## config.mk

```make
export PLATFORM = sky130hd
export DESIGN_NAME = bmp_rle_span_decoder_core
export DESIGN_NICKNAME = d
export VERILOG_FILES = /design/src/hw/rtl/brsd_pkg.sv /design/src/hw/rtl/bmp_rle_span_decoder_core.sv
export VERILOG_INCLUDE_DIRS = /design/src /design/src/hw/rtl
export SDC_FILE = /design/constraint.sdc
export NUM_CORES = 1
export LEC_CHECK = 0
export BUFFER_PORTS_ARGS = -buffer_cell sky130_fd_sc_hd__buf_4
export CAP_MARGIN = 15
export CORE_MARGIN = 2
export CORE_UTILIZATION = 35
export DETAILED_ROUTE_END_ITERATION = 10
export PLACE_DENSITY = 0.48
export SLEW_MARGIN = 20
export SYNTH_ARGS = -nofsm -noshare
export SYNTH_HDL_FRONTEND = slang
export SYNTH_SLANG_ARGS = --single-unit
```

## constraint.sdc

```tcl
create_clock -name clk -period 13.2 [get_ports clk]
set_clock_uncertainty 0.1 [all_clocks]
set_input_delay 2.64 -clock clk [delete_from_list [all_inputs] [get_ports clk]]
set_output_delay 2.64 -clock clk [all_outputs]
set_load 0.02 [all_outputs]
```

## src/hw/rtl/bmp_rle_span_decoder_core_assert.svh

```systemverilog
// Assertion macros for the BMP run-length span decoder.
`ifndef BMP_RLE_SPAN_DECODER_CORE_ASSERT_SVH
`define BMP_RLE_SPAN_DECODER_CORE_ASSERT_SVH

// Same-cycle implication, sampled on clk, off during reset.
`define BRSD_ASSERT_NOW(lbl, ante, cons, msg) \
  lbl: assert property (@(posedge clk) disable iff (!rst_n) (ante) |-> (cons)) \
    else $error(msg);

// Next-cycle implication, sampled on clk, off during reset.
`define BRSD_ASSERT_NEXT(lbl, ante, cons, msg) \
  lbl: assert property (@(posedge clk) disable iff (!rst_n) (ante) |=> (cons)) \
    else $error(msg);

`endif

```

## src/hw/rtl/brsd_pkg.sv

```systemverilog
// Package: word types, parser phases and helpers for the BMP RLE span decoder.
`timescale 1ns / 1ps
`default_nettype none
package brsd_pkg;

  localparam int unsigned MAX_DIM = 4096;
  localparam int unsigned POS_W   = 13;
  localparam int unsigned OUT_W   = 12;

  localparam logic [1:0] REG_MODE   = 2'd0;
  localparam logic [1:0] REG_WIDTH  = 2'd1;
  localparam logic [1:0] REG_HEIGHT = 2'd2;

  localparam logic [7:0] ESC_EOL   = 8'd0;
  localparam logic [7:0] ESC_EOB   = 8'd1;
  localparam logic [7:0] ESC_DELTA = 8'd2;

  typedef enum logic [2:0] {
    PH_COUNT   = 3'd0,
    PH_VALUE   = 3'd1,
    PH_ESCAPE  = 3'd2,
    PH_DX      = 3'd3,
    PH_DY      = 3'd4,
    PH_LITERAL = 3'd5,
    PH_PAD     = 3'd6
  } phase_t;

  typedef struct packed {
    logic [7:0] code_byte;
    logic       start_of_image;
  } in_word_t;

  typedef struct packed {
    logic [11:0] span_col;
    logic [11:0] span_row;
    logic [7:0]  span_count;
    logic [7:0]  span_value;
    logic        dropped;
    logic        image_done;
    logic        bounds_seen;
  } out_word_t;

  // Saturating position add, sticks at all ones.
  function automatic logic [POS_W-1:0] sat_add(input logic [POS_W-1:0] a,
                                               input logic [7:0] b);
    logic [POS_W:0] s;
    s = {1'b0, a} + {{(POS_W-7){1'b0}}, b};
    return s[POS_W] ? {POS_W{1'b1}} : s[POS_W-1:0];
  endfunction

  // Clamp a 13-bit limit register to the largest image size.
  function automatic logic [POS_W-1:0] clamp_dim(input logic [POS_W-1:0] v);
    return (v > POS_W'(MAX_DIM)) ? POS_W'(MAX_DIM) : v;
  endfunction

  // Clamp a position to the 12-bit output range.
  function automatic logic [OUT_W-1:0] clamp_out(input logic [POS_W-1:0] v);
    return v[POS_W-1] ? {OUT_W{1'b1}} : v[OUT_W-1:0];
  endfunction

endpackage
`default_nettype wire

```

## src/hw/rtl/bmp_rle_span_decoder_core.sv

```systemverilog
// Top level: byte-serial BMP RLE8/RLE4 span decoder with skid-buffered output.
//
//  channel  | ports                          | moves
//  ---------+--------------------------------+-------------------------------
//  in       | in_valid, in_stall, in_word    | one coded byte per word
//  out      | out_valid, out_stall, out_word | one span or notice per word
//  cfg      | cfg_we, cfg_index, cfg_wdata   | mode, width, height writes
//
//  One input word per cycle while in_stall is low; the parser update for a
//  byte is short combinational logic from the state registers into the
//  output register. Each result is registered before it shows on out_word.
//  rst_n (synchronous, low) returns parser, position and config to defaults.
//  A stalled result sits in the output register; the next result goes into
//  a one-word skid register, and in_stall rises only while that is full.
`timescale 1ns / 1ps
`default_nettype none
module bmp_rle_span_decoder_core (
  input  wire                  clk,
  input  wire                  rst_n,
  input  wire                  in_valid,
  output logic                 in_stall,
  input  wire brsd_pkg::in_word_t in_word,
  output logic                 out_valid,
  input  wire                  out_stall,
  output brsd_pkg::out_word_t  out_word,
  input  wire                  cfg_we,
  input  wire  [1:0]           cfg_index,
  input  wire  [12:0]          cfg_wdata
);
  import brsd_pkg::*;

  // config registers
  logic             mode_r;
  logic [POS_W-1:0] width_r;
  logic [POS_W-1:0] height_r;

  // parser state
  phase_t           phase_r,   phase_nxt;
  logic [POS_W-1:0] col_r,     col_nxt;
  logic [POS_W-1:0] row_r,     row_nxt;
  logic [7:0]       pend_r,    pend_nxt;
  logic [7:0]       left_r,    left_nxt;
  logic             pad_r,     pad_nxt;
  logic             drop_r,    drop_nxt;
  logic             bounds_r,  bounds_nxt;
  logic             fin_r,     fin_nxt;

  // output register and skid
  logic       out_valid_r;
  out_word_t  out_word_r;
  logic       skid_valid_r;
  out_word_t  skid_word_r;

  logic       in_acc;
  logic       out_take;
  logic       has_res;
  out_word_t  res;

  // state as seen after an optional start-of-image clear
  phase_t           e_phase;
  logic [POS_W-1:0] e_col, e_row;
  logic [7:0]       e_pend, e_left;
  logic             e_pad, e_drop, e_bounds, e_fin;

  logic [POS_W-1:0] dim_w, dim_h;
  logic [POS_W:0]   run_end;
  logic             row_out;
  logic [7:0]       b;
  logic [8:0]       lit_bytes;
  logic [7:0]       per, n;
  logic [7:0]       left_dec;

  // assertion terms
  logic             done_word;
  logic             done_clean;
  logic             quiet_byte;

  assign in_stall  = skid_valid_r;
  assign in_acc    = in_valid && !in_stall;
  assign out_take  = out_valid_r && !out_stall;
  assign out_valid = out_valid_r;
  assign out_word  = out_word_r;

  assign b     = in_word.code_byte;
  assign dim_w = clamp_dim(width_r);
  assign dim_h = clamp_dim(height_r);

  always_comb begin
    if (in_word.start_of_image) begin
      e_phase  = PH_COUNT;
      e_col    = '0;
      e_row    = '0;
      e_pend   = '0;
      e_left   = '0;
      e_pad    = 1'b0;
      e_drop   = 1'b0;
      e_bounds = 1'b0;
      e_fin    = 1'b0;
    end else begin
      e_phase  = phase_r;
      e_col    = col_r;
      e_row    = row_r;
      e_pend   = pend_r;
      e_left   = left_r;
      e_pad    = pad_r;
      e_drop   = drop_r;
      e_bounds = bounds_r;
      e_fin    = fin_r;
    end
  end

  // Bounds test: the run count is the pending count, or the byte itself
  // when the byte opens a literal run.
  always_comb begin
    if (e_phase == PH_ESCAPE) begin
      run_end = {1'b0, e_col} + {{(POS_W-7){1'b0}}, b};
    end else begin
      run_end = {1'b0, e_col} + {{(POS_W-7){1'b0}}, e_pend};
    end
  end
  assign row_out = (e_row >= dim_h);

  assign lit_bytes = mode_r ? ((9'(b) + 9'd1) >> 1) : 9'(b);
  assign per       = mode_r ? 8'd2 : 8'd1;
  assign n         = (e_pend < per) ? e_pend : per;
  assign left_dec  = (e_left != 8'd0) ? (e_left - 8'd1) : e_left;

  always_comb begin
    phase_nxt  = e_phase;
    col_nxt    = e_col;
    row_nxt    = e_row;
    pend_nxt   = e_pend;
    left_nxt   = e_left;
    pad_nxt    = e_pad;
    drop_nxt   = e_drop;
    bounds_nxt = e_bounds;
    fin_nxt    = e_fin;
    has_res    = 1'b0;
    res.span_col   = clamp_out(e_col);
    res.span_row   = clamp_out(e_row);
    res.span_count = 8'd0;
    res.span_value = 8'd0;
    res.dropped    = 1'b0;
    res.image_done = 1'b0;
    if (!e_fin) begin
      case (e_phase)
        PH_VALUE: begin
          phase_nxt = PH_COUNT;
          has_res   = 1'b1;
          if ((run_end > {1'b0, dim_w}) || row_out) begin
            bounds_nxt  = 1'b1;
            res.dropped = 1'b1;
          end else begin
            res.span_count = e_pend;
            res.span_value = b;
            col_nxt        = sat_add(e_col, e_pend);
          end
        end
        PH_ESCAPE: begin
          if (b == ESC_EOL) begin
            col_nxt   = '0;
            row_nxt   = sat_add(e_row, 8'd1);
            phase_nxt = PH_COUNT;
          end else if (b == ESC_EOB) begin
            fin_nxt        = 1'b1;
            phase_nxt      = PH_COUNT;
            has_res        = 1'b1;
            res.image_done = 1'b1;
          end else if (b == ESC_DELTA) begin
            phase_nxt = PH_DX;
          end else begin
            pend_nxt  = b;
            left_nxt  = lit_bytes[7:0];
            pad_nxt   = lit_bytes[0];
            phase_nxt = PH_LITERAL;
            if ((run_end > {1'b0, dim_w}) || row_out) begin
              drop_nxt    = 1'b1;
              bounds_nxt  = 1'b1;
              has_res     = 1'b1;
              res.dropped = 1'b1;
            end else begin
              drop_nxt = 1'b0;
            end
          end
        end
        PH_DX: begin
          pend_nxt  = b;
          phase_nxt = PH_DY;
        end
        PH_DY: begin
          col_nxt   = sat_add(e_col, e_pend);
          row_nxt   = sat_add(e_row, b);
          pend_nxt  = '0;
          phase_nxt = PH_COUNT;
        end
        PH_LITERAL: begin
          if (!e_drop) begin
            has_res        = 1'b1;
            res.span_count = n;
            res.span_value = b;
            col_nxt        = sat_add(e_col, n);
            pend_nxt       = e_pend - n;
          end
          left_nxt = left_dec;
          if (left_dec == 8'd0) begin
            phase_nxt = e_pad ? PH_PAD : PH_COUNT;
            pad_nxt   = 1'b0;
            drop_nxt  = 1'b0;
            pend_nxt  = '0;
          end
        end
        PH_PAD: begin
          phase_nxt = PH_COUNT;
        end
        default: begin
          // count byte; zero opens an escape
          if (b != 8'd0) begin
            pend_nxt  = b;
            phase_nxt = PH_VALUE;
          end else begin
            phase_nxt = PH_ESCAPE;
          end
        end
      endcase
    end
    res.bounds_seen = bounds_nxt;
  end

  // config port
  always_ff @(posedge clk) begin
    if (!rst_n) begin
      mode_r   <= 1'b0;
      width_r  <= POS_W'(MAX_DIM);
      height_r <= POS_W'(MAX_DIM);
    end else if (cfg_we) begin
      case (cfg_index)
        REG_MODE:   mode_r   <= cfg_wdata[0];
        REG_WIDTH:  width_r  <= cfg_wdata;
        REG_HEIGHT: height_r <= cfg_wdata;
        default: ;
      endcase
    end
  end

  // parser state
  always_ff @(posedge clk) begin
    if (!rst_n) begin
      phase_r  <= PH_COUNT;
      col_r    <= '0;
      row_r    <= '0;
      pend_r   <= '0;
      left_r   <= '0;
      pad_r    <= 1'b0;
      drop_r   <= 1'b0;
      bounds_r <= 1'b0;
      fin_r    <= 1'b0;
    end else if (in_acc) begin
      phase_r  <= phase_nxt;
      col_r    <= col_nxt;
      row_r    <= row_nxt;
      pend_r   <= pend_nxt;
      left_r   <= left_nxt;
      pad_r    <= pad_nxt;
      drop_r   <= drop_nxt;
      bounds_r <= bounds_nxt;
      fin_r    <= fin_nxt;
    end
  end

  // output register plus skid
  always_ff @(posedge clk) begin
    if (!rst_n) begin
      out_valid_r  <= 1'b0;
      skid_valid_r <= 1'b0;
    end else if (skid_valid_r) begin
      if (out_take) begin
        out_valid_r  <= 1'b1;
        skid_valid_r <= 1'b0;
      end
    end else if (in_acc && has_res) begin
      if (out_valid_r && !out_take) begin
        skid_valid_r <= 1'b1;
      end else begin
        out_valid_r <= 1'b1;
      end
    end else if (out_take) begin
      out_valid_r <= 1'b0;
    end
  end

  always_ff @(posedge clk) begin
    if (skid_valid_r) begin
      if (out_take) begin
        out_word_r <= skid_word_r;
      end
    end else if (in_acc && has_res) begin
      if (out_valid_r && !out_take) begin
        skid_word_r <= res;
      end else begin
        out_word_r <= res;
      end
    end
  end

  assign done_word  = out_valid_r && out_word_r.image_done;
  assign done_clean = (out_word_r.span_count == 8'd0) && !out_word_r.dropped;
  assign quiet_byte = in_acc && fin_r && !in_word.start_of_image && !out_valid_r;

`include "bmp_rle_span_decoder_core_assert.svh"

  `BRSD_ASSERT_NOW(a_skid_behind_out, skid_valid_r, out_valid_r, "skid full with output empty")
  `BRSD_ASSERT_NEXT(a_held_result, out_valid_r && out_stall, out_valid_r, "stalled result lost")
  `BRSD_ASSERT_NOW(a_done_notice, done_word, done_clean, "end notice carries pixels")
  `BRSD_ASSERT_NEXT(a_quiet_when_done, quiet_byte, !out_valid_r, "result after end of bitmap")

endmodule
`default_nettype wire

```

==> results of run 1 <==
[registers in the layout (all words and copies together) (netlist names)]
register / flops
bounds_r: 1
col_r: 13
drop_r: 1
fin_r: 1
height_r: 13
in_stall: 1
left_r: 8
mode_r: 1
out_valid: 1
out_word: 43
pad_r: 1
pend_r: 8
phase_r: 3
row_r: 13
skid_word_r: 43
width_r: 13
[cells in the final DEF, fill, tap and decap left out, drive strengths merged, types with 22 or more instances in the layout]
master and instances:
dfxtp 78, nand3 40, ha 55, edfxtp 86
inv 62, mux2 22, nor2 119, o21ai 101
a21oi 119, o31ai 40, nand2 217, xnor2 32
nor3 35, buf 86
[worst paths after layout]
check	start	end	slack, ps	depth (start not counted)
max	in_word[0]	out_word[10]$_DFFE_PP_	4400	22
min	height_r[1]$_SDFFE_PN0P_	height_r[1]$_SDFFE_PN0P_	350	2
max reg2reg	col_r[1]$_SDFFE_PN0P_	out_word[10]$_DFFE_PP_	6950	20
min reg2reg	height_r[1]$_SDFFE_PN0P_	height_r[1]$_SDFFE_PN0P_	350	2
[power by group through the flow]
stage	Clock (uW)	Combinational (uW)	Sequential, uW
3_5_place_dp	0	177	571
4_1_cts	530	177	560
2_1_floorplan	0	120	568
5_1_grt	551	197	561
6_report	522	180	560
3_3_place_gp	0	177	571
[stage by stage]
step | hold slack (ps) | setup slack, ps
4_1_cts | 356 | 4430
6_report | 355 | 4400
3_3_place_gp | 344 | 4060
2_1_floorplan | 332 | 2340
5_1_grt | 377 | 3870
3_5_place_dp | 346 | 3990
[metal layers]
layer,wire length (um),vias up
li1,-,5205
met1,19600,5106
met2,16800,452
met4,1180,0
met5,0,-
met3,2790,71
[logic make-up (layout without fill, tap and decap cells)]
family	Yosys count	after routing
buffers and inverters	153	176
and+or+nand+nor	528	528
AOI/OAI and AO/OA	433	433
xor gates and xnor gates	38	38
muxes	31	31
other	1	2
adders and majority gates	60	60
DFF	164	164
[tightest hold or removal path, cell delays in order, from the launching register on]
cell and delay (ps):
dfxtp_1 310, nand2_1 50, a21oi_1 50
[layout make-up]
cell class,instances,area (um2)
multi-input cells,1092,6750
fillers,3366,19600
well taps,442,553
clock buffers,19,443
inverters,58,218
clock inverters,13,146
flip-flops and latches,164,4150
repair buffers,86,646
==> impl_metrics.sql, run 1 <==
INSERT INTO impl_metrics (metric_group, metric, value, unit) VALUES
('outcome', 'status', 'finished, final reports clean', ''),
('synthesis', 'synth.largest_area_cell', 'edfxtp_1', ''),
('clock_network', 'clk_latency', '440', 'ps'),
('worst_setup_path', 'cpMaxStageDelayCell', 'buf_4', ''),
('clock_network', 'cts.repair_timing.setup_buffer_count', '0', ''),
('placement', 'buffer_ports.inserted', '73', ''),
('worst_setup_path', 'startpoint_types', 'input port', ''),
('synthesis', 'post_synth_fa_ha_maj_area_fraction', '0.0657', ''),
('synthesis', 'muxShareOfSynthArea', '0.0293', ''),
('timing', 'final_setup_violating_endpoints', '0', ''),
('pwr', 'p_total', '1260', 'uW'),
('run', 'max_cap_violations', '0', ''),
('worst_setup_path', 'slowest_delay', '620', 'ps'),
('global_routing', 'maximum_number_of_pins_on_one_net_before_global_route_repair', '59', ''),
('worst_setup_path', 'cp_num_buf_inv', '3', ''),
('clock_network', 'root_buffer', 'clkbuf_16', ''),
('synthesis', 'ys_seq_elements', '164', ''),
('layout', 'final_cells', '1874', ''),
('global_routing', 'global_route.overflow_total', '0', ''),
('global_routing', 'grt_busiest_layer', 'met1', ''),
('floorplanning', 'floorplan.core_area', '32500', 'um2'),
('layout', 'antennaDiodeCount', '0', ''),
('synthesis', 'synth_ff_type', 'edfxtp_1', ''),
('timing', 'report.final.slew_viol_count', '0', ''),
('worst_hold_path', 'hold_path_class', 'flop to flop', ''),
('timing', 'timing.max_slew.rel_slack', '0.342', ''),
('worst_setup_path', 'cp_delay_by_family_top', 'compound AO/OA/AOI/OAI gates', ''),
('placement', 'post_dp_cell_area', '12300', 'um2'),
('synthesis', 'post_synth_main_area_contributors', 'edfxtp_1 22%, dfxtp_1 14%, nand2_1 7.1%', ''),
('synthesis', 'dominant_combinational_cell_family_by_area_after_synthesis', 'compound AO/OA/AOI/OAI gates', ''),
('synthesis', 'synthMostInstantiatedCell', 'nand2_1', ''),
('synthesis', 'synthesis.area_per_instance', '8.19', 'um2'),
('worst_setup_path', 'required', '13230', 'ps'),
('pwr', 'power.clock.fraction', '0.413', ''),
('synthesis', 'synth_cell_types', '88', ''),
('worst_setup_path', 'setup.worst_path.end_class', 'flop', ''),
('synthesis', 'seq_total_area_yosys', '0.359', ''),
('placement', 'dp_hpwl', '29100', 'um'),
('pwr', 'p_switching', '369', 'uW'),
('synthesis', 'area_fraction_in_compound_gates_after_synthesis', '0.244', ''),
('detailed_routing', 'routed_wirelength', '40400', 'um'),
('clock_network', 'cts-hold-fix-buffers', '0', ''),
('global_routing', 'grt_pass1_wl', '62200', 'um'),
('detailed_routing', 'drt.antenna.violating_nets', '0', ''),
('placement', 'routabilityCongestion', '0.914', ''),
('timing', 'finalHoldViolCount', '0', ''),
('global_routing', 'grt_pass1_vias', '10053', ''),
('global_routing', 'groute.layer.met2.usage', '0.352', ''),
('pwr', 'power.density_cell_area', '97.8', 'nW/um2'),
('worst_setup_path', 'worst-endpoint-arrival', '8830', 'ps'),
('floorplanning', 'starting_density_of_the_core', '0.355', ''),
('placement', 'dpl.cell_count', '1842', ''),
('synthesis', 'ys_top_cells_by_count', '217 x nand2_1, 119 x nor2_1, 118 x a21oi_1, 99 x o21ai_0, 86 x edfxtp_1', ''),
('detailed_routing', 'detailroute.via_count', '10834', ''),
('global_routing', 'antenna_found_initial', '0', ''),
('global_routing', 'grt_util_all_layers', '0.238', ''),
('clock_network', 'cts.clk_slew.worst_paths', '70', 'ps'),
('floorplanning', 'floorplan.io_pins', '74', ''),
('pwr', 'power_share_of_the_combinational_group', '0.143', ''),
('clock_network', 'resized_gates_after_cts', '0', ''),
('timing', 'worstMarginPinSlew', '983', 'ps'),
('timing', 'fin_setup_tns', '0', 'ps'),
('floorplanning', 'floorplan.die.width', '186', 'um'),
('synthesis', 'synthesis.area', '11500', 'um2'),
('floorplanning', 'dieHeight', '186', 'um'),
('global_routing', 'grt_use_met1', '0.352', ''),
('layout', 'design_area', '12900', 'um2'),
('detailed_routing', 'drt-initial-drc-count', '1135', ''),
('worst_setup_path', 'cell_breakdown_of_the_critical_path', 'buf_4 > buf_4 > nor2b_1 > ha_1 > ha_1 > a21o_1 > a31oi_1 > a21oi_1 > o31a_1 > o21bai_1 > or3_1 > a21oi_1 > ha_1 > and4_1 > nand3_1 > a31oi_1 > o41ai_1 > nand3_1 > o21a_1 > o21ai_0 > a21boi_4 > buf_4', ''),
('synthesis', 'synth_simple_gate_area_frac', '0.214', ''),
('synthesis', 'synth_enable_flop_cells', '86', '');
No activity file was read; power rests on OpenSTA's default activity.
==> run 2, diff against run 1 <==
--- a/config.mk
+++ b/config.mk
@@ -11,7 +11,7 @@
 export CORE_MARGIN = 2
 export CORE_UTILIZATION = 35
 export DETAILED_ROUTE_END_ITERATION = 10
-export PLACE_DENSITY = 0.48
+export PLACE_DENSITY = 0.5
 export SLEW_MARGIN = 20
 export SYNTH_ARGS = -nofsm -noshare
 export SYNTH_HDL_FRONTEND = slang
==> constraint.sdc (replaced) <==
create_clock -name clk -period 7.2 [get_ports clk]
set_clock_uncertainty 0.1 [all_clocks]
set_input_delay 1.44 -clock clk [delete_from_list [all_inputs] [get_ports clk]]
set_output_delay 1.44 -clock clk [all_outputs]
set_load 0.02 [all_outputs]
==> impl_metrics.sql, run 2 (synthesized netlist as in run 1, its figures left out) <==
INSERT INTO impl_metrics (metric_group, metric, value, unit) VALUES
('detailed_routing', 'detail_route.drc_violations', '1', ''),
('worst_setup_path', 'crit_path_frequent_cell', 'buf_4', ''),
('clock_network', 'cts-hold-fix-buffers', '0', ''),
('worst_hold_path', 'hold_path_class', 'flop to flop', ''),
('layout', 'mostFrequentLayoutCell', 'nand2_1', ''),
('layout', 'final.fill_count', '3369', ''),
('clock_network', 'clock_tree.buffer_depth', '2', ''),
('detailed_routing', 'detailroute.via_count', '10943', ''),
('detailed_routing', 'avgViaCountPerCell', '5.79', ''),
('worst_setup_path', 'cell_breakdown_of_the_critical_path', 'buf_4 > nor2b_1 > ha_1 > o22ai_1 > or3_1 > a221oi_1 > or3_1 > o21ai_0 > a221oi_1 > xnor2_1 > nor2_1 > ha_1 > and4_1 > nand3_1 > o32a_1 > o41ai_1 > buf_4 > nand3_1 > o21a_1 > o21ai_1 > nor2_4 > buf_4', ''),
('clock_network', 'clk_latency', '460', 'ps'),
('pwr', 'cellLeakagePower', '0.00470', 'uW'),
('worst_setup_path', 'cpMaxStageDelayCell', 'nor2_4', ''),
('worst_setup_path', 'timing.setup.critical_path_class', 'input port to flop', ''),
('pwr', 'power.share.sequential', '0.451', ''),
('placement', 'buffer_ports.inserted', '73', ''),
('floorplanning', 'die_area', '34400', 'um2'),
('floorplanning', 'floorplan.die.width', '186', 'um'),
('clock_network', 'cts_tree', 'done', ''),
('timing', 'post-route-period-util', '0.907', ''),
('timing', 'worstMarginPinSlew', '1180', 'ps'),
('outcome', 'violations_in_the_final_reports', 'DRC', ''),
('outcome', 'status', 'finished, violations left', ''),
('floorplanning', 'floorplan.core_area', '32500', 'um2'),
('floorplanning', 'rows', '66', ''),
('floorplanning', 'floorplan.io_pins', '74', ''),
('layout', 'area_growth_syn_to_layout', '12.9', '%'),
('clock_network', 'cts.repair_timing.setup_buffer_count', '0', ''),
('worst_setup_path', 'required', '7260', 'ps'),
('global_routing', 'global_route.overflow_total', '0', ''),
('detailed_routing', 'routedWlPerCell', '21.0', 'um'),
('worst_setup_path', 'setup.worst_path.end_class', 'flop', ''),
('worst_setup_path', 'worst-endpoint-arrival', '6590', 'ps'),
('global_routing', 'antenna_found_initial', '0', ''),
('detailed_routing', 'detail_route.first_pass.iterations', '8', ''),
('global_routing', 'grt_util_all_layers', '0.234', ''),
('global_routing', 'grt_pass1_wl', '61000', 'um'),
('pwr', 'power.density_cell_area', '175', 'nW/um2'),
('timing', 'rsz0062_at_grt', 'false', ''),
('worst_setup_path', 'slowest_delay', '760', 'ps'),
('detailed_routing', 'drt-initial-drc-count', '990', ''),
('pwr', 'cell_internal_pwr', '1600', 'uW'),
('worst_setup_path', 'crit_fanout', '35', ''),
('worst_setup_path', 'cp_delay_by_family_top', 'simple AND/OR/NAND/NOR gates', ''),
('detailed_routing', 'drt.antenna.violating_nets', '0', ''),
('layout', 'nNetsFinal', '1522', ''),
('floorplanning', 'dieHeight', '186', 'um'),
('placement', 'post_dp_cell_area', '12500', 'um2'),
('timing', 'timing.max_slew.rel_slack', '0.209', ''),
('clock_network', 'root_buffer', 'clkbuf_16', ''),
('pwr', 'p_switching', '675', 'uW'),
('clock_network', 'cts_htree_levels', '4', ''),
('global_routing', 'maximum_number_of_pins_on_one_net_before_global_route_repair', '53', ''),
('layout', 'antennaDiodeCount', '0', ''),
('placement', 'dp_hpwl', '28900', 'um'),
('timing', 'fin_setup_tns', '0', 'ps'),
('layout', 'highest_count_cells_in_the_layout_ignoring_fill_and_taps', '217 x nand2_1, 118 x a21oi_1, 117 x nor2_1, 101 x buf_4, 98 x o21ai_0', ''),
('pwr', 'netSwitchingFraction', '0.297', ''),
('placement', 'routabilityCongestion', '0.971', ''),
('clock_network', 'resized_gates_after_cts', '0', ''),
('layout', 'design_area', '13000', 'um2'),
('pwr', 'ir_drop', '0.148', 'mV'),
('clock_network', 'cts_sinks', '164', ''),
('timing', 'max_freq', '153', 'MHz'),
('global_routing', 'grt_pass1_vias', '10146', ''),
('timing', 'whs', '352', 'ps'),
('timing', 'final_setup_violating_endpoints', '0', ''),
('pwr', 'power_share_of_the_combinational_group', '0.147', ''),
('worst_setup_path', 'cp_num_buf_inv', '3', ''),
('timing', 'finalHoldViolCount', '0', ''),
('detailed_routing', 'routed_wirelength', '39700', 'um'),
('timing', 'shortest_clock_period_the_worst_path_allows_after_layout', '6530', 'ps'),
('floorplanning', 'starting_density_of_the_core', '0.355', ''),
('run', 'max_cap_violations', '0', ''),
('worst_setup_path', 'startpoint_types', 'input port', ''),
('timing', 'report.final.slew_viol_count', '0', ''),
('clock_network', 'cts.clk_slew.worst_paths', '70', 'ps'),
('pwr', 'power.clock.fraction', '0.402', ''),
('layout', 'drive_above_1_share', '0.129', ''),
('clock_network', 'cts_buffers', '17', '');
run 2: changes by cell type in the layout (fill, tap and decap cells not counted):
cell        before  now
nor3_4           1    0
bufinv_16        2    1
o21ai_1          2    3
inv_6            3    4
inv_8            2    1
buf_4           86  101
clkinvlp_2       1    0
clkbuf_8         1    0
nor3_2           1    2
o21ai_0         99   98
clkinv_4         1    3
buf_12           0    2
clkbuf_1         1    2
run 2: worst paths after layout:
kind | slack, ps | to | depth (start not counted) | start
hold reg to reg | 350 | height_r[0]$_SDFFE_PN0P_ | 2 | height_r[0]$_SDFFE_PN0P_
setup / recovery | 670 | skid_word_r[7]$_DFFE_PP_ | 22 | in_word[0]
hold / removal | 350 | height_r[0]$_SDFFE_PN0P_ | 2 | height_r[0]$_SDFFE_PN0P_
setup reg to reg | 1290 | skid_word_r[7]$_DFFE_PP_ | 21 | col_r[1]$_SDFFE_PN0P_
run 2: power by group through the flow:
stage	registers, uW	logic [uW]	clock network (uW)
4_1_cts	1020	330	932
3_3_place_gp	1050	330	0
5_1_grt	1030	366	971
2_1_floorplan	1040	220	0
3_5_place_dp	1050	329	0
6_report	1030	335	913
run 2: final cells by class:
cell class	instances	area, um2	area share
clock inverters	13	126	0.00971
inverters	58	218	0.0167
flip-flops and latches	164	4150	0.318
clock buffers	19	433	0.0333
repair buffers	103	798	0.0613
well taps	442	553	0.0425
multi-input cells	1092	6740	0.518
run 2: per-layer routing:
metal  track usage  vias to the layer above  wire length, um
li1              -                     5222                -
met1         0.339                     5186            18500
met2         0.338                      458            16600
met3        0.0558                       77             3310
met4        0.0825                        0             1210
met5             0                        -                0
run 2: stage by stage:
step | setup slack [ps] | util | std cells | total power (uW)
finish | 671 | 0.401 | 1891 | 2270
global placement | 296 | 0.384 | 1859 | 1380
floorplan | 64.2 | - | 1409 | 1260
CTS | 665 | 0.401 | 1891 | 2290
global route | 107 | 0.401 | 1891 | 2360
detailed placement | 215 | 0.384 | 1859 | 1370
run 2: worst reg2reg max path: stages (launching register included):
cell,delay (ps)
dfxtp_1,740
nor2b_1,400
xnor2_1,130
ha_1,200
a21o_1,180
a31oi_1,260
a21oi_1,130
o31a_1,330
o21bai_1,330
or3_1,160
a21oi_1,60
ha_1,290
and4_1,180
nand3_1,100
a31oi_1,200
o41ai_1,100
buf_4,150
nand3_1,160
o21a_1,180
o21ai_1,120
nor2_4,760
buf_4,350
==> run 3, diff against run 2 <==
--- a/config.mk
+++ b/config.mk
@@ -8,6 +8,7 @@
 export LEC_CHECK = 0
 export BUFFER_PORTS_ARGS = -buffer_cell sky130_fd_sc_hd__buf_4
 export CAP_MARGIN = 15
+export CORE_ASPECT_RATIO = 0.5
 export CORE_MARGIN = 2
 export CORE_UTILIZATION = 35
 export DETAILED_ROUTE_END_ITERATION = 10
==> impl_metrics.sql, run 3 (synthesized netlist as in run 1, its figures left out) <==
INSERT INTO impl_metrics (metric_group, metric, value, unit) VALUES
('outcome', 'status', 'finished, final reports clean', ''),
('global_routing', 'global_route.overflow_total', '0', ''),
('timing', 'post-route-period-util', '0.910', ''),
('pwr', 'netSwitchingFraction', '0.314', ''),
('layout', 'final_cells', '1889', ''),
('pwr', 'cell_internal_pwr', '1580', 'uW'),
('worst_setup_path', 'required', '7260', 'ps'),
('pwr', 'power.density_cell_area', '176', 'nW/um2'),
('placement', 'dpl.cell_count', '1856', ''),
('worst_setup_path', 'setup.worst_path.start', 'in_word[0]', ''),
('worst_setup_path', 'worst_r2r_startpoint', 'col_r[0]$_SDFFE_PN0P_', ''),
('worst_hold_path', 'number_of_stages_on_the_worst_hold_path', '2', ''),
('layout', 'nNetsFinal', '1530', ''),
('layout', 'final_util', '0.409', ''),
('floorplanning', 'floorplan.die.width', '261', 'um'),
('pwr', 'power.clock.fraction', '0.405', ''),
('pwr', 'cellLeakagePower', '0.00475', 'uW'),
('worst_setup_path', 'cpMaxStageDelayCell', 'a21boi_4', ''),
('pwr', 'power.share.sequential', '0.444', ''),
('detailed_routing', 'drt.antenna.violating_nets', '0', ''),
('timing', 'timing.max_slew.rel_slack', '0.269', ''),
('floorplanning', 'dieHeight', '132', 'um'),
('worst_setup_path', 'setup.reg_to_reg.worst_slack', '1300', 'ps'),
('timing', 'shortest_clock_period_the_worst_path_allows_after_layout', '6560', 'ps'),
('timing', 'max_freq', '153', 'MHz'),
('worst_setup_path', 'slowest_delay', '590', 'ps'),
('layout', 'highest_count_cells_in_the_layout_ignoring_fill_and_taps', '217 x nand2_1, 118 x a21oi_1, 117 x nor2_1, 108 x buf_4, 98 x o21ai_0', ''),
('global_routing', 'antenna_found_initial', '0', ''),
('placement', 'dp_hpwl', '31500', 'um'),
('clock_network', 'clock_tree.buffer_depth', '2', ''),
('global_routing', 'grt_pass1_vias', '10374', ''),
('clock_network', 'root_buffer', 'clkbuf_16', ''),
('detailed_routing', 'drt-initial-drc-count', '1457', ''),
('run', 'max_cap_violations', '0', ''),
('detailed_routing', 'detail_route.first_pass.iterations', '5', ''),
('worst_setup_path', 'timing.setup.critical_path_class', 'input port to flop', ''),
('detailed_routing', 'detailroute.via_count', '11227', ''),
('worst_setup_path', 'worst-endpoint-arrival', '6620', 'ps'),
('global_routing', 'grt_util_all_layers', '0.244', ''),
('worst_setup_path', 'startpoint_types', 'input port', ''),
('clock_network', 'resized_gates_after_cts', '0', ''),
('detailed_routing', 'avgViaCountPerCell', '5.94', ''),
('worst_hold_path', 'hold_path_class', 'flop to flop', ''),
('timing', 'fin_setup_tns', '0', 'ps'),
('placement', 'routabilityCongestion', '0.901', ''),
('clock_network', 'cts.repair_timing.setup_buffer_count', '0', ''),
('layout', 'area_growth_syn_to_layout', '13.8', '%'),
('timing', 'worstMarginPinSlew', '1080', 'ps'),
('timing', 'finalHoldViolCount', '0', ''),
('floorplanning', 'rows', '46', ''),
('layout', 'mostFrequentLayoutCell', 'nand2_1', ''),
('pwr', 'p_switching', '726', 'uW'),
('detailed_routing', 'detail_route.drc_violations', '0', ''),
('floorplanning', 'floorplan.io_pins', '74', ''),
('pwr', 'ir_drop', '0.157', 'mV'),
('clock_network', 'cts_tree', 'done', ''),
('worst_setup_path', 'cell_breakdown_of_the_critical_path', 'buf_4 > nor2b_1 > ha_1 > o22ai_1 > or3_1 > a221oi_1 > or3_1 > o21ai_0 > a221oi_1 > xnor2_1 > nor2_1 > ha_1 > and4_1 > nand3_1 > a31oi_1 > o41ai_1 > buf_4 > nand3_1 > o21a_1 > o21ai_1 > buf_4 > buf_4 > a21boi_4 > buf_12', ''),
('clock_network', 'cts_buffers', '17', ''),
('worst_hold_path', 'hold-path-endpoint', 'height_r[8]$_SDFFE_PN0P_', ''),
('layout', 'antennaDiodeCount', '0', ''),
('clock_network', 'cts_htree_levels', '4', ''),
('worst_hold_path', 'start_point_of_the_worst_hold_path', 'height_r[8]$_SDFFE_PN0P_', ''),
('clock_network', 'clk_latency', '470', 'ps'),
('floorplanning', 'floorplan.core_area', '32100', 'um2'),
('pwr', 'power_share_of_the_combinational_group', '0.151', ''),
('floorplanning', 'starting_density_of_the_core', '0.360', ''),
('timing', 'report.final.slew_viol_count', '0', ''),
('layout', 'drive_above_1_share', '0.137', ''),
('timing', 'final_setup_violating_endpoints', '0', ''),
('floorplanning', 'die_area', '34500', 'um2'),
('placement', 'buffer_ports.inserted', '73', ''),
('clock_network', 'cts-hold-fix-buffers', '0', ''),
('global_routing', 'maximum_number_of_pins_on_one_net_before_global_route_repair', '53', ''),
('clock_network', 'cts.clk_slew.worst_paths', '80', 'ps'),
('clock_network', 'cts_sinks', '164', ''),
('detailed_routing', 'routedWlPerCell', '22.2', 'um'),
('worst_setup_path', 'crit_fanout', '24', ''),
('worst_setup_path', 'reg2regPathDepth', '23', ''),
('worst_setup_path', 'setup.worst_path.end_class', 'flop', ''),
('global_routing', 'grt_pass1_wl', '63800', 'um'),
('detailed_routing', 'routed_wirelength', '42000', 'um'),
('worst_setup_path', 'rr_endpoint', 'out_word[34]$_DFFE_PP_', ''),
('timing', 'rsz0062_at_grt', 'false', ''),
('worst_setup_path', 'crit_path_frequent_cell', 'buf_4', '');
-- run 3: cell types whose count changed in the layout (fill, tap and decap cells not counted), sizes merged --
| cell | change |
|---|---|
| buf | +8 |
| inv | +2 |
| clkinv | +1 |
| clkbuf | -2 |
| bufinv | -1 |
-- run 3: cell type report --
type	instances	area (um2)
sequential	164	4150
clock buffer	17	425
multi-input combinational	1092	6750
inverter	58	218
timing repair buffer	111	871
clock inverter	15	166
tap	432	541
fill	3223	18900
-- run 3: per-stage QoR --
step                hold slack, ps  area, um2  total power, uW  setup WS (ps)
floorplan                      332      11600             1260           64.2
global placement               341      12500             1380            181
detailed placement             346      12500             1380           86.1
CTS                            357      13100             2320            549
global route                   376      13100             2400            178
finish                         360      13100             2310            645
-- run 3: how the worst max path moves through the flow --
stage	end	slack, ps	cells after the start
2_1_floorplan	out_word[0]$_DFFE_PP_	60	26
3_3_place_gp	skid_word_r[28]$_DFFE_PP_	180	23
3_5_place_dp	skid_word_r[28]$_DFFE_PP_	90	23
4_1_cts	skid_word_r[29]$_DFFE_PP_	550	23
5_1_grt	out_word[34]$_DFFE_PP_	180	24
6_report	out_word[34]$_DFFE_PP_	640	24
-- run 3: power groups by stage --
| stage | sequential (uW) | combinational [uW] | clock [uW] |
|---|---|---|---|
| after floorplan | 1040 | 220 | 0 |
| after global placement | 1050 | 337 | 0 |
| after detailed placement | 1050 | 338 | 0 |
| after CTS | 1020 | 339 | 957 |
| after global routing | 1030 | 376 | 994 |
| final | 1030 | 349 | 934 |
-- run 3: routing by layer --
metal	track usage	share of wire	vias up
li1	-	-	5256
met4	0.0498	0.0098	0
met1	0.370	0.48	5389
met3	0.0859	0.11	34
met5	0	0	-
met2	0.325	0.39	548
-- run 3: worst max-delay path, delay by kind of cell --
kind	cells	cell delay, ps
AO/OA/AOI/OAI	9	2040
XOR/XNOR	1	160
adder cells (fa/ha/maj)	2	630
buffers and inverters	5	880
AND/OR/NAND/NOR	7	1440
